## src/sv/lahtbl_pkg.sv

```systemverilog
`default_nettype none

package lahtbl_pkg;

   // Field widths of the access, table entry and result words.
   localparam int ADDR_W   = 48;
   localparam int REQ_W    = 6;
   localparam int KIND_W   = 4;
   localparam int CNT_W    = 16;
   localparam int STAMP_W  = 32;
   localparam int SLOT_W   = 4;

   // Packed bus widths; the tdata widths are rounded up to whole bytes.
   localparam int REQ_TDATA_W   = 56;
   localparam int REQ_TUSER_W   = 5;
   localparam int RSP_FIELDS_W  = 1 + SLOT_W + 1 + CNT_W + CNT_W;
   localparam int RSP_TDATA_W   = 40;

   // Defaults for the top-level parameters.
   localparam int ENTRIES_DEFAULT     = 16;
   localparam int LINE_OFFSET_DEFAULT = 6;

   typedef enum logic [1:0] {
      ST_IDLE,
      ST_SCAN,
      ST_DRAIN,
      ST_WRITE
   } state_type;

   // Commands from the controller to the datapath.
   typedef struct packed {
      logic capture;
      logic issue;
      logic commit;
   } cmd_type;

   // Status from the datapath to the controller.
   typedef struct packed {
      logic issue_last;
      logic out_busy;
   } status_type;

endpackage

`default_nettype wire

```

## src/sv/lahtbl_ram.sv

```systemverilog
`default_nettype none

module lahtbl_ram #(
   parameter int WIDTH = 8,
   parameter int DEPTH = 16
) (
   input  wire logic                                   clock,
   input  wire logic                                   wr_en,
   input  wire logic [(DEPTH > 1 ? $clog2(DEPTH) : 1)-1:0] wr_addr,
   input  wire logic [WIDTH-1:0]                       wr_data,
   input  wire logic                                   rd_en,
   input  wire logic [(DEPTH > 1 ? $clog2(DEPTH) : 1)-1:0] rd_addr,
   output logic      [WIDTH-1:0]                       rd_data
);

   logic [WIDTH-1:0] mem_ff [DEPTH];
   logic [WIDTH-1:0] rd_data_ff;

   always_ff @(posedge clock) begin
      if (wr_en) begin
         mem_ff[wr_addr] <= wr_data;
      end
      if (rd_en) begin
         rd_data_ff <= mem_ff[rd_addr];
      end
   end

   assign rd_data = rd_data_ff;

endmodule

`default_nettype wire

```

## src/sv/lahtbl_ctrl.sv

```systemverilog
`default_nettype none

module lahtbl_ctrl (
   input  wire logic                    clock,
   input  wire logic                    reset,
   input  wire logic                    req_tvalid,
   output logic                         req_tready,
   input  wire lahtbl_pkg::status_type  status,
   output lahtbl_pkg::cmd_type          cmd
);

   import lahtbl_pkg::*;

   state_type state_ff;
   state_type state_in;

   always_ff @(posedge clock) begin
      if (reset) begin
         state_ff <= ST_IDLE;
      end else begin
         state_ff <= state_in;
      end
   end

   always_comb begin
      state_in    = state_ff;
      req_tready  = 1'b0;
      cmd         = '0;
      unique case (state_ff)
         ST_IDLE: begin
            req_tready = 1'b1;
            if (req_tvalid) begin
               cmd.capture = 1'b1;
               state_in    = ST_SCAN;
            end
         end
         ST_SCAN: begin
            cmd.issue = 1'b1;
            if (status.issue_last) begin
               state_in = ST_DRAIN;
            end
         end
         ST_DRAIN: begin
            // The last entry read is compared in this cycle.
            state_in = ST_WRITE;
         end
         ST_WRITE: begin
            if (!status.out_busy) begin
               cmd.commit = 1'b1;
               state_in   = ST_IDLE;
            end
         end
         default: begin
            state_in = ST_IDLE;
         end
      endcase
   end

endmodule

`default_nettype wire

```

## src/sv/lahtbl_datapath.sv

```systemverilog
`default_nettype none

module lahtbl_datapath #(
   parameter int ENTRIES          = lahtbl_pkg::ENTRIES_DEFAULT,
   parameter int LINE_OFFSET_BITS = lahtbl_pkg::LINE_OFFSET_DEFAULT
) (
   input  wire logic                                clock,
   input  wire logic                                reset,
   input  wire lahtbl_pkg::cmd_type                 cmd,
   output lahtbl_pkg::status_type                   status,
   input  wire logic [lahtbl_pkg::REQ_TDATA_W-1:0]  req_tdata,
   input  wire logic [lahtbl_pkg::REQ_TUSER_W-1:0]  req_tuser,
   output logic                                     rsp_tvalid,
   input  wire logic                                rsp_tready,
   output logic      [lahtbl_pkg::RSP_TDATA_W-1:0]  rsp_tdata
);

   import lahtbl_pkg::*;

   localparam int LINE_W    = ADDR_W - LINE_OFFSET_BITS;
   localparam int IDX_W     = (ENTRIES > 1) ? $clog2(ENTRIES) : 1;
   localparam int STAMP_LO  = 0;
   localparam int WRITES_LO = STAMP_LO + STAMP_W;
   localparam int READS_LO  = WRITES_LO + CNT_W;
   localparam int KIND_LO   = READS_LO + CNT_W;
   localparam int REQ_LO    = KIND_LO + KIND_W;
   localparam int LINE_LO   = REQ_LO + REQ_W;
   localparam int ENTRY_W   = LINE_LO + LINE_W;
   localparam logic [IDX_W-1:0] LAST_IDX = IDX_W'(ENTRIES - 1);
   localparam logic [CNT_W-1:0] COUNT_MAX = '1;

   function automatic logic [CNT_W-1:0] sat_inc(input logic [CNT_W-1:0] v);
      sat_inc = (v == COUNT_MAX) ? COUNT_MAX : CNT_W'(v + 1'b1);
   endfunction

   // Captured access.
   logic [LINE_W-1:0]  line_ff, line_in;
   logic [REQ_W-1:0]   req_ff, req_in;
   logic [KIND_W-1:0]  kind_ff, kind_in;
   logic               wr_ff, wr_in;

   // Scan state.
   logic [IDX_W-1:0]   cnt_ff, cnt_in;
   logic               cmp_valid_ff, cmp_valid_in;
   logic [IDX_W-1:0]   cmp_idx_ff, cmp_idx_in;
   logic               hit_found_ff, hit_found_in;
   logic [IDX_W-1:0]   hit_idx_ff, hit_idx_in;
   logic [CNT_W-1:0]   hit_reads_ff, hit_reads_in;
   logic [CNT_W-1:0]   hit_writes_ff, hit_writes_in;
   logic               inv_found_ff, inv_found_in;
   logic [IDX_W-1:0]   inv_idx_ff, inv_idx_in;
   logic [IDX_W-1:0]   lru_idx_ff, lru_idx_in;
   logic [STAMP_W-1:0] lru_stamp_ff, lru_stamp_in;

   // Table state held in flops.
   logic [ENTRIES-1:0] valid_ff, valid_in;
   logic [STAMP_W-1:0] clock_ff, clock_in;

   // Result register.
   logic                   rsp_valid_ff, rsp_valid_in;
   logic [RSP_TDATA_W-1:0] rsp_data_ff, rsp_data_in;

   // Entry memory.
   logic [ENTRY_W-1:0] rd_data;
   logic [ENTRY_W-1:0] wr_data;
   logic [LINE_W-1:0]  rd_line;
   logic [STAMP_W-1:0] rd_stamp;
   logic [CNT_W-1:0]   rd_reads;
   logic [CNT_W-1:0]   rd_writes;
   logic               rd_valid;

   // Update terms.
   logic [IDX_W-1:0]        slot_idx;
   logic [IDX_W+SLOT_W-1:0] slot_ext;
   logic                    evicted;
   logic [CNT_W-1:0]        new_reads;
   logic [CNT_W-1:0]        new_writes;

   assign rd_line   = rd_data[LINE_LO +: LINE_W];
   assign rd_stamp  = rd_data[STAMP_LO +: STAMP_W];
   assign rd_reads  = rd_data[READS_LO +: CNT_W];
   assign rd_writes = rd_data[WRITES_LO +: CNT_W];
   assign rd_valid  = valid_ff[cmp_idx_ff];

   always_comb begin
      if (hit_found_ff) begin
         slot_idx   = hit_idx_ff;
         evicted    = 1'b0;
         new_reads  = wr_ff ? hit_reads_ff : sat_inc(hit_reads_ff);
         new_writes = wr_ff ? sat_inc(hit_writes_ff) : hit_writes_ff;
      end else begin
         // A free entry wins over the least recently used one.
         slot_idx   = inv_found_ff ? inv_idx_ff : lru_idx_ff;
         evicted    = !inv_found_ff;
         new_reads  = wr_ff ? '0 : CNT_W'(1);
         new_writes = wr_ff ? CNT_W'(1) : '0;
      end
   end

   assign slot_ext = {{SLOT_W{1'b0}}, slot_idx};
   assign wr_data  = {line_ff, req_ff, kind_ff, new_reads, new_writes, clock_ff};

   always_comb begin
      line_in       = line_ff;
      req_in        = req_ff;
      kind_in       = kind_ff;
      wr_in         = wr_ff;
      cnt_in        = cnt_ff;
      cmp_valid_in  = cmd.issue;
      cmp_idx_in    = cnt_ff;
      hit_found_in  = hit_found_ff;
      hit_idx_in    = hit_idx_ff;
      hit_reads_in  = hit_reads_ff;
      hit_writes_in = hit_writes_ff;
      inv_found_in  = inv_found_ff;
      inv_idx_in    = inv_idx_ff;
      lru_idx_in    = lru_idx_ff;
      lru_stamp_in  = lru_stamp_ff;
      valid_in      = valid_ff;
      clock_in      = clock_ff;
      rsp_valid_in  = rsp_valid_ff;
      rsp_data_in   = rsp_data_ff;

      if (cmd.capture) begin
         line_in      = req_tdata[LINE_OFFSET_BITS +: LINE_W];
         req_in       = req_tdata[ADDR_W +: REQ_W];
         kind_in      = req_tuser[KIND_W-1:0];
         wr_in        = req_tuser[KIND_W];
         cnt_in       = '0;
         hit_found_in = 1'b0;
         inv_found_in = 1'b0;
      end

      if (cmd.issue) begin
         cnt_in = IDX_W'(cnt_ff + 1'b1);
      end

      if (cmp_valid_ff) begin
         if (rd_valid && (rd_line == line_ff) && !hit_found_ff) begin
            hit_found_in  = 1'b1;
            hit_idx_in    = cmp_idx_ff;
            hit_reads_in  = rd_reads;
            hit_writes_in = rd_writes;
         end
         if (!rd_valid && !inv_found_ff) begin
            inv_found_in = 1'b1;
            inv_idx_in   = cmp_idx_ff;
         end
         // The oldest stamp is only used when every entry is valid.
         if ((cmp_idx_ff == '0) || (rd_stamp < lru_stamp_ff)) begin
            lru_idx_in   = cmp_idx_ff;
            lru_stamp_in = rd_stamp;
         end
      end

      if (rsp_valid_ff && rsp_tready) begin
         rsp_valid_in = 1'b0;
      end

      if (cmd.commit) begin
         valid_in[slot_idx] = 1'b1;
         clock_in           = STAMP_W'(clock_ff + 1'b1);
         rsp_valid_in       = 1'b1;
         rsp_data_in        = {{(RSP_TDATA_W - RSP_FIELDS_W){1'b0}}, new_writes, new_reads,
                               evicted, slot_ext[SLOT_W-1:0], hit_found_ff};
      end
   end

   always_ff @(posedge clock) begin
      if (reset) begin
         cmp_valid_ff <= 1'b0;
         valid_ff     <= '0;
         clock_ff     <= '0;
         rsp_valid_ff <= 1'b0;
      end else begin
         cmp_valid_ff <= cmp_valid_in;
         valid_ff     <= valid_in;
         clock_ff     <= clock_in;
         rsp_valid_ff <= rsp_valid_in;
      end
   end

   always_ff @(posedge clock) begin
      line_ff       <= line_in;
      req_ff        <= req_in;
      kind_ff       <= kind_in;
      wr_ff         <= wr_in;
      cnt_ff        <= cnt_in;
      cmp_idx_ff    <= cmp_idx_in;
      hit_found_ff  <= hit_found_in;
      hit_idx_ff    <= hit_idx_in;
      hit_reads_ff  <= hit_reads_in;
      hit_writes_ff <= hit_writes_in;
      inv_found_ff  <= inv_found_in;
      inv_idx_ff    <= inv_idx_in;
      lru_idx_ff    <= lru_idx_in;
      lru_stamp_ff  <= lru_stamp_in;
      rsp_data_ff   <= rsp_data_in;
   end

   lahtbl_ram #(
      .WIDTH (ENTRY_W),
      .DEPTH (ENTRIES)
   ) u_entry_ram (
      .clock   (clock),
      .wr_en   (cmd.commit),
      .wr_addr (slot_idx),
      .wr_data (wr_data),
      .rd_en   (cmd.issue),
      .rd_addr (cnt_ff),
      .rd_data (rd_data)
   );

   assign status.issue_last = (cnt_ff == LAST_IDX);
   assign status.out_busy   = rsp_valid_ff && !rsp_tready;
   assign rsp_tvalid        = rsp_valid_ff;
   assign rsp_tdata         = rsp_data_ff;

`ifndef NO_ASSERTIONS
   a_commit_not_blocked: assert property (@(posedge clock) disable iff (reset)
      cmd.commit |-> !(rsp_valid_ff && !rsp_tready))
      else $error("entry committed while the result register is still occupied");

   a_commit_shows_result: assert property (@(posedge clock) disable iff (reset)
      cmd.commit |=> rsp_valid_ff)
      else $error("committed access produced no result word");

   a_clock_advances: assert property (@(posedge clock) disable iff (reset)
      cmd.commit |=> (clock_ff == STAMP_W'($past(clock_ff) + 1'b1)))
      else $error("access clock did not advance on commit");

   a_hit_is_valid: assert property (@(posedge clock) disable iff (reset)
      hit_found_ff |-> valid_ff[hit_idx_ff])
      else $error("hit recorded on an entry that is not valid");
`endif

endmodule

`default_nettype wire

```

## src/sv/line_access_history_table_core.sv

```systemverilog
// Each access word is scanned against every entry and written back, and then its result
// word is offered. No new access word is taken until the last is written back, since
// the scan reads one entry per cycle from the single entry memory read port.
// A waiting result word holds the block in its write cycle until the consumer takes one.
// Reset (synchronous, active high) clears all valid bits, the access clock and the
// controller at once; entry contents stay unknown until an entry is first written.
`default_nettype none

module line_access_history_table_core #(
   parameter int ENTRIES          = lahtbl_pkg::ENTRIES_DEFAULT,
   parameter int LINE_OFFSET_BITS = lahtbl_pkg::LINE_OFFSET_DEFAULT
) (
   input  wire logic                               clock,
   input  wire logic                               reset,
   // Access words.
   input  wire logic                               req_tvalid,
   output logic                                    req_tready,
   // Fields from bit 0: byte_address[47:0], requester_id[53:48], zero fill[55:54].
   input  wire logic [lahtbl_pkg::REQ_TDATA_W-1:0] req_tdata,
   // Fields from bit 0: request_kind[3:0], is_write[4].
   input  wire logic [lahtbl_pkg::REQ_TUSER_W-1:0] req_tuser,
   // Result words.
   output logic                                    rsp_tvalid,
   input  wire logic                               rsp_tready,
   // Fields from bit 0: hit[0], slot[4:1], evicted_valid[5], read_total[21:6],
   // write_total[37:22], zero fill[39:38].
   output logic      [lahtbl_pkg::RSP_TDATA_W-1:0] rsp_tdata
);

   import lahtbl_pkg::*;

   // The controller sequences each access through four phases: it takes the word,
   // walks every entry of the table, lets the last entry read settle into the
   // comparators, and then writes the chosen entry back while loading the result
   // register. The datapath keeps the table entries in a memory and the valid bits
   // and access clock in flops.
   //
   // During the walk each entry is checked for a line match (the first valid match
   // is the hit), for being free (the first free entry is remembered) and for its
   // use stamp (the oldest stamp, lowest index on ties, is remembered). A miss takes
   // the free entry if there is one and otherwise the oldest one. Every access
   // stamps its entry with the running access clock, which wraps around.
   //
   // The result register sits between the table and the consumer, so the next access
   // word can be taken and scanned while an earlier result word is still waiting.

   cmd_type    cmd;
   status_type status;

   lahtbl_ctrl u_ctrl (
      .clock      (clock),
      .reset      (reset),
      .req_tvalid (req_tvalid),
      .req_tready (req_tready),
      .status     (status),
      .cmd        (cmd)
   );

   lahtbl_datapath #(
      .ENTRIES          (ENTRIES),
      .LINE_OFFSET_BITS (LINE_OFFSET_BITS)
   ) u_datapath (
      .clock      (clock),
      .reset      (reset),
      .cmd        (cmd),
      .status     (status),
      .req_tdata  (req_tdata),
      .req_tuser  (req_tuser),
      .rsp_tvalid (rsp_tvalid),
      .rsp_tready (rsp_tready),
      .rsp_tdata  (rsp_tdata)
   );

endmodule

`default_nettype wire

```

## config.mk

```make
export PLATFORM = sky130hd
export DESIGN_NAME = line_access_history_table_core
export DESIGN_NICKNAME = d
export VERILOG_FILES = /design/src/sv/lahtbl_pkg.sv /design/src/sv/lahtbl_ram.sv /design/src/sv/lahtbl_ctrl.sv /design/src/sv/lahtbl_datapath.sv /design/src/sv/line_access_history_table_core.sv
export SDC_FILE = /design/constraint.sdc
export NUM_CORES = 2
export LEC_CHECK = 0
export BUFFER_PORTS_ARGS = -buffer_cell sky130_fd_sc_hd__buf_2
export CORE_ASPECT_RATIO = 0.9
export CORE_MARGIN = 10
export CORE_UTILIZATION = 65
export CTS_BUF_LIST = sky130_fd_sc_hd__clkbuf_2
export CTS_CLUSTER_SIZE = 10
export DETAILED_ROUTE_END_ITERATION = 10
export MAX_ROUTING_LAYER = met4
export PLACE_DENSITY = 0.89
export SETUP_SLACK_MARGIN = 0.4
export SKIP_CTS_REPAIR_TIMING = 1
export SYNTH_ARGS = -nofsm -noshare
export SYNTH_HDL_FRONTEND = slang
export SYNTH_HIERARCHICAL = 1
export SYNTH_SLANG_ARGS = --single-unit
```

## constraint.sdc

```tcl
create_clock -name clock -period 17.48 [get_ports clock]
set_clock_uncertainty 0.1 [all_clocks]
set_input_delay 1.748 -clock clock [delete_from_list [all_inputs] [get_ports clock]]
set_output_delay 1.748 -clock clock [all_outputs]
set_load 0.02 [all_outputs]
```

Yosys cells after proc, flatten, opt, wreduce, memory -nomap -nowiden
Memory sizes are Yosys's and may differ from the RTL's. A register that Yosys moved wholly into a read port is not among the register bits.
Cells that the tools add are included.
- register bits after elaboration: 229
- memory bits (writable): 1856
- input port bits: 65
- output and inout port bits: 42
- memories kept: 1
- memories (memory ; depth ; bits a word ; read ports ; clocked after Yosys merged registers in ; wr ports ; RTL line ; text):
    u_datapath.u_entry_ram.mem_ff ; 16 ; 116 ; 1 ; 1 ; 1 ; lahtbl_ram.sv:16 ; logic [WIDTH-1:0] mem_ff [DEPTH];
- add/subtract/negate cells: 4
- order comparisons: 4
- eq/ne operators: 10
- mux-type cells: 36
- bitwise logic cells: 1
- reductions and logical operators: 19
- operator list (operator ; count):
    two-way mux 16 bit ; 6
    equality test 42 bit ; 1
    adder 16 x 1 -> 16 bit (second input constant) ; 2
    adder 32 x 1 -> 32 bit (second input constant) ; 1
    equality test 16 bit (second input constant) ; 2
    < comparator 32 bit ; 1
    two-way mux 1 bit ; 20
    two-way mux 4 bit ; 4
    bitwise OR 16 bit ; 1
    < comparator 4 x 5 -> 1 bit (second input constant) ; 2
    case mux 2 bit (4 select lines) ; 1
    logical AND 1 bit ; 6
    two-way mux 2 bit ; 3
    inequality test 2 bit (second input constant) ; 3
    AND reduction 2 bit ; 3
    adder 4 x 1 -> 4 bit (second input constant) ; 1
    binary-select mux 1 bit (select 4 bit) ; 1
    demux 1 bit (select 4 bit) ; 1
    equality test 2 bit (second input constant) ; 2
    equality test 4 bit (second input constant) ; 1
    >= comparator 4 x 1 -> 1 bit (second input constant) ; 1
    logical NOT 1 bit ; 4
    logical NOT 4 bit ; 1
    nonzero test 2 bit ; 2
    other kinds (4) ; 4

Longest topological paths before layout
- depth in word-level cells: 7
- gate-level depth with buffers: 9

Modules after synthesis
The synthesis kept the hierarchy.
- modules (own cells, without submodules) (module ; instances ; cells each ; area an instance (sq um) ; seq. area each (sq um)):
    lahtbl_ram ; 1 ; 2966 ; 73108.9 ; 59216.8
    lahtbl_datapath ; 1 ; 756 ; 9674.3 ; 6256.0
    lahtbl_ctrl ; 1 ; 19 ; 176.4 ; 40.0

Worst setup path before layout
No wires, ideal clock.
- path kind: input-to-reg
- from: input rsp_tready
- to: memory u_datapath/u_entry_ram/mem_ff[0][0] (netlist name), enable pin
- setup time: 0.733 ns
- arrival: 10.879 ns
- data required time: 16.647 ns
- path slack: 5.768 ns
- stages on the path: 4
- path buffers: 0
- cells stage by stage: nor2b_1 -> and2b_2 -> or3b_2 -> nor3_1
- RTL lines (what ; RTL line ; text):
    start, declared ; line_access_history_table_core.sv:24 ; input wire logic rsp_tready,
    end, declared ; lahtbl_ram.sv:16 ;

Worst setup path after layout
- from: register u_datapath.inv_found_ff
- to: memory u_datapath/u_entry_ram/mem_ff[1][109] (netlist name), enable pin
- word-level cells in the longest chain between the ends: 2
- RTL lines (what ; RTL line ; text):
    start, declared ; lahtbl_datapath.sv:50 ; logic inv_found_ff, inv_found_in;
    start signal, assigned ; lahtbl_datapath.sv:194 ; inv_found_ff <= inv_found_in;
    two-way mux 4 bit ; lahtbl_datapath.sv:93 ; slot_idx = inv_found_ff ? inv_idx_ff : lru_idx_ff;
    two-way mux 4 bit ; lahtbl_datapath.sv:86 ; if (hit_found_ff) begin
    named net u_datapath.slot_idx[0] ; lahtbl_datapath.sv:73 ; logic [IDX_W-1:0] slot_idx;
The timed path passes the listed nets, and every way through them passes these cells.

==> results by group <==
STA
  – Fin Hold WS: 0.105 ns
  – Final Hold Vio Count: 0
  – Final setup TNS: 0 ns
  – Minimum clock period: 5.54 ns
  – Fmax: 180 MHz
  – Worst Tran Pin Value: roughly 1.4 ns
  – Unrepaired setup endpoints after global routing: no
  – Slew Viols, Final: 0
  – Final setup vio count: 0
  – Fin crit share: 0.317
  – Setup slack after layout: 11.94 ns
  – Max transition margin: 0.0631

Routing
  – DRC: 2
  – Met2 Routed Length: 91.0 mm
  – Total iterations of the first detailed-routing run: 9
  – Met3 Wirelength: roughly 22 mm
  – Post-DRT Antenna Nets: 0
  – Met1 WL: 59.8 mm
  – Drt initial violations: 5872
  – Vias: between 30000 and 40000
  – Uppermost layer routed: met4
  – Total wire length: 179 mm
  – Wirelength per Cell: 30.6 um
  – Routed vias/inst: 6.71

Place
  – DP HPWL: 86.2 mm
  – PortBufs: 86
  – Post-Place Worst Slack: around 11 ns
  – GPL Wtd Cong: 0.766

Critical path
  – CP Launch Type: flip-flop
  – CP peak stage delay: ~1.1 ns
  – Crit Path Max Fanout: 54
  – CP Cell Sequence: mux2i_1 > o21ai_1 > nand2b_1 > nor2_4 > buf_4 > buf_4
  – CP dominant cell by count: buf_4
  – Worst Path Required: 18.65 ns
  – Setup CP Type: reg2reg
  – Crit. End Element: flip-flop
  – Arr. time, crit path: between 6 and 7 ns
  – Slowest-stage cell, CP: nor2_4

Die
  – Die X: about 380 um
  – Die height: around 350 um
  – Initial Util: 0.654
  – I/O Pins: ~110
  – Std cell rows: roughly 120
  – Die ar.: ~130000 sq um
  – Core Area: 117000 sq um

Clock tree
  – H-tree Lvls: 5
  – CTS root buf: clkbuf_2
  – Clk sinks: 2021
  – CTS Buf Count: 451
  – Clock Latency Late Sink: 1.83 ns
  – CTS tree: built
  – Clock-pin slew on the worst setup and hold paths: 0.10 ns
  – CTS Buffer Depth: 4

Outcome
  – Run status: finished, violations left
  – Failing checks: DRC

Global routing
  – Grt ovf: 0
  – Initial antenna violation count: 8
  – Largest net degree at the start of global routing: ~150
  – GRT Util Overall: 0.279
  – First-pass GRT wire length: 263 mm
  – Number of global-route vias before repair: a little over 40000

Finish
  – Share of post-route cells with drive strength above 1: 0.297
  – Final Util: 0.709
  – Final net count: 4043
  – Synth-to-Final Area Change: 8.36%

Power
  – Net Sw Power: 0.00340 W
  – Clk network pwr share: 0.253
  – Total power: 0.0112 W
  – PD cells: 135 nW/um^2
  – Switching fraction of total power: 0.304
  – P_int: 0.00780 W
  – Leakage power total: ~25 nW
  – Logic pwr share: 0.219
  – Max VDD drop: 0.167 mV
  – Sequential share of power: 0.528

Synth
  – Synth warn: 6
  – Area of the mapped netlist: 76400 sq um
  – Mean Syn Cell Area: 21.9 sq um
  – Mapped Cells: 3489

Flow run
  – Maxcap violations: 0

Min path
  – Min-delay worst type: in2reg
-- flip-flops by register name, indices dropped and copies added (netlist names), 2 cells and up --
signal,flops
u_datapath/u_entry_ram/mem_ff,1696
u_datapath/u_entry_ram/rd_data,106
u_datapath/line_ff,42
u_datapath/rsp_tdata,38
u_datapath/clock_ff,32
u_datapath/lru_stamp_ff,32
u_datapath/hit_reads_ff,16
u_datapath/hit_writes_ff,16
u_datapath/valid_ff,16
u_datapath/cmp_idx_ff,4
u_datapath/cmp_idx_in,4
u_datapath/hit_idx_ff,4
u_datapath/inv_idx_ff,4
u_datapath/lru_idx_ff,4
u_ctrl/state_ff,2
-- stage by stage --
step / std cells / area (sq um)
floorplan: 3490 / 76400
global placement: 5046 / 78700
detailed placement: 5046 / 78700
CTS: 5837 / 82700
global route: 5857 / 82800
finish: 5857 / 82800
-- worst max-delay path, delay by kind of cell (launching register included) --
family | cells | cell delay, ns
flops | 1 | 0.58
compound gates | 1 | 0.87
simple gates | 2 | 1.60
buf+inv | 2 | 1.74
mux | 1 | 0.15
-- placed cells by master, fill, tap and decap left out, drive strengths merged, types with 25 or more instances in the layout --
master     n
nand2    142
clkinv    91
a22oi    213
nand4     30
xor2      41
clkbuf   688
buf      157
nor2      86
nand3     26
inv       55
dfxtp     58
ha        39
a21boi    25
mux4     426
edfxtp  1963
xnor2     51
a21oi     29
-- per-layer routing --
layer / global-route usage / vias up
li1: - / 15737
met5: - / -
met2: 0.441 / 3215
met1: 0.352 / 19800
met3: 0.0590 / 567
met4: 0.121 / 0
-- cell type report --
cell class              instances  area (sq um)
diodes                          7          17.5
clock buffers                 688          3440
clock inverters               103           489
fillers                      6376         34100
inverters                      48           180
multi-input cells            1247         15400
flip-flops and latches       2021         60100
well taps                    1573          1970
repair buffers                170          1270
-- power groups by stage --
stage	Combinational [W]	Clock, W	Sequential (W)
after floorplan	0.00181	0	0.00595
after global placement	0.00231	0	0.00598
after detailed placement	0.00241	0	0.00601
after CTS	0.00244	0.00288	0.00591
after global routing	0.00258	0.00313	0.00594
final	0.00245	0.00284	0.00591
-- worst paths after layout --
| kind | from | endpoint | slack [ns] | cells past startpoint |
|---|---|---|---|---|
| worst min register to register | u_datapath/u_entry_ram/rd_data[38] | u_datapath/hit_writes_ff[6] | 0.21 | 0 |
| worst min-delay path | req_tdata[15] | u_datapath/line_ff[9] | 0.10 | 1 |
| worst max-delay path | u_datapath/inv_found_ff | u_datapath/u_entry_ram/mem_ff[1][109] | 11.94 | 6 |
| worst max register to register | u_datapath/inv_found_ff | u_datapath/u_entry_ram/mem_ff[1][109] | 11.94 | 6 |
Note: power is estimated with default switching activity, not from simulation.
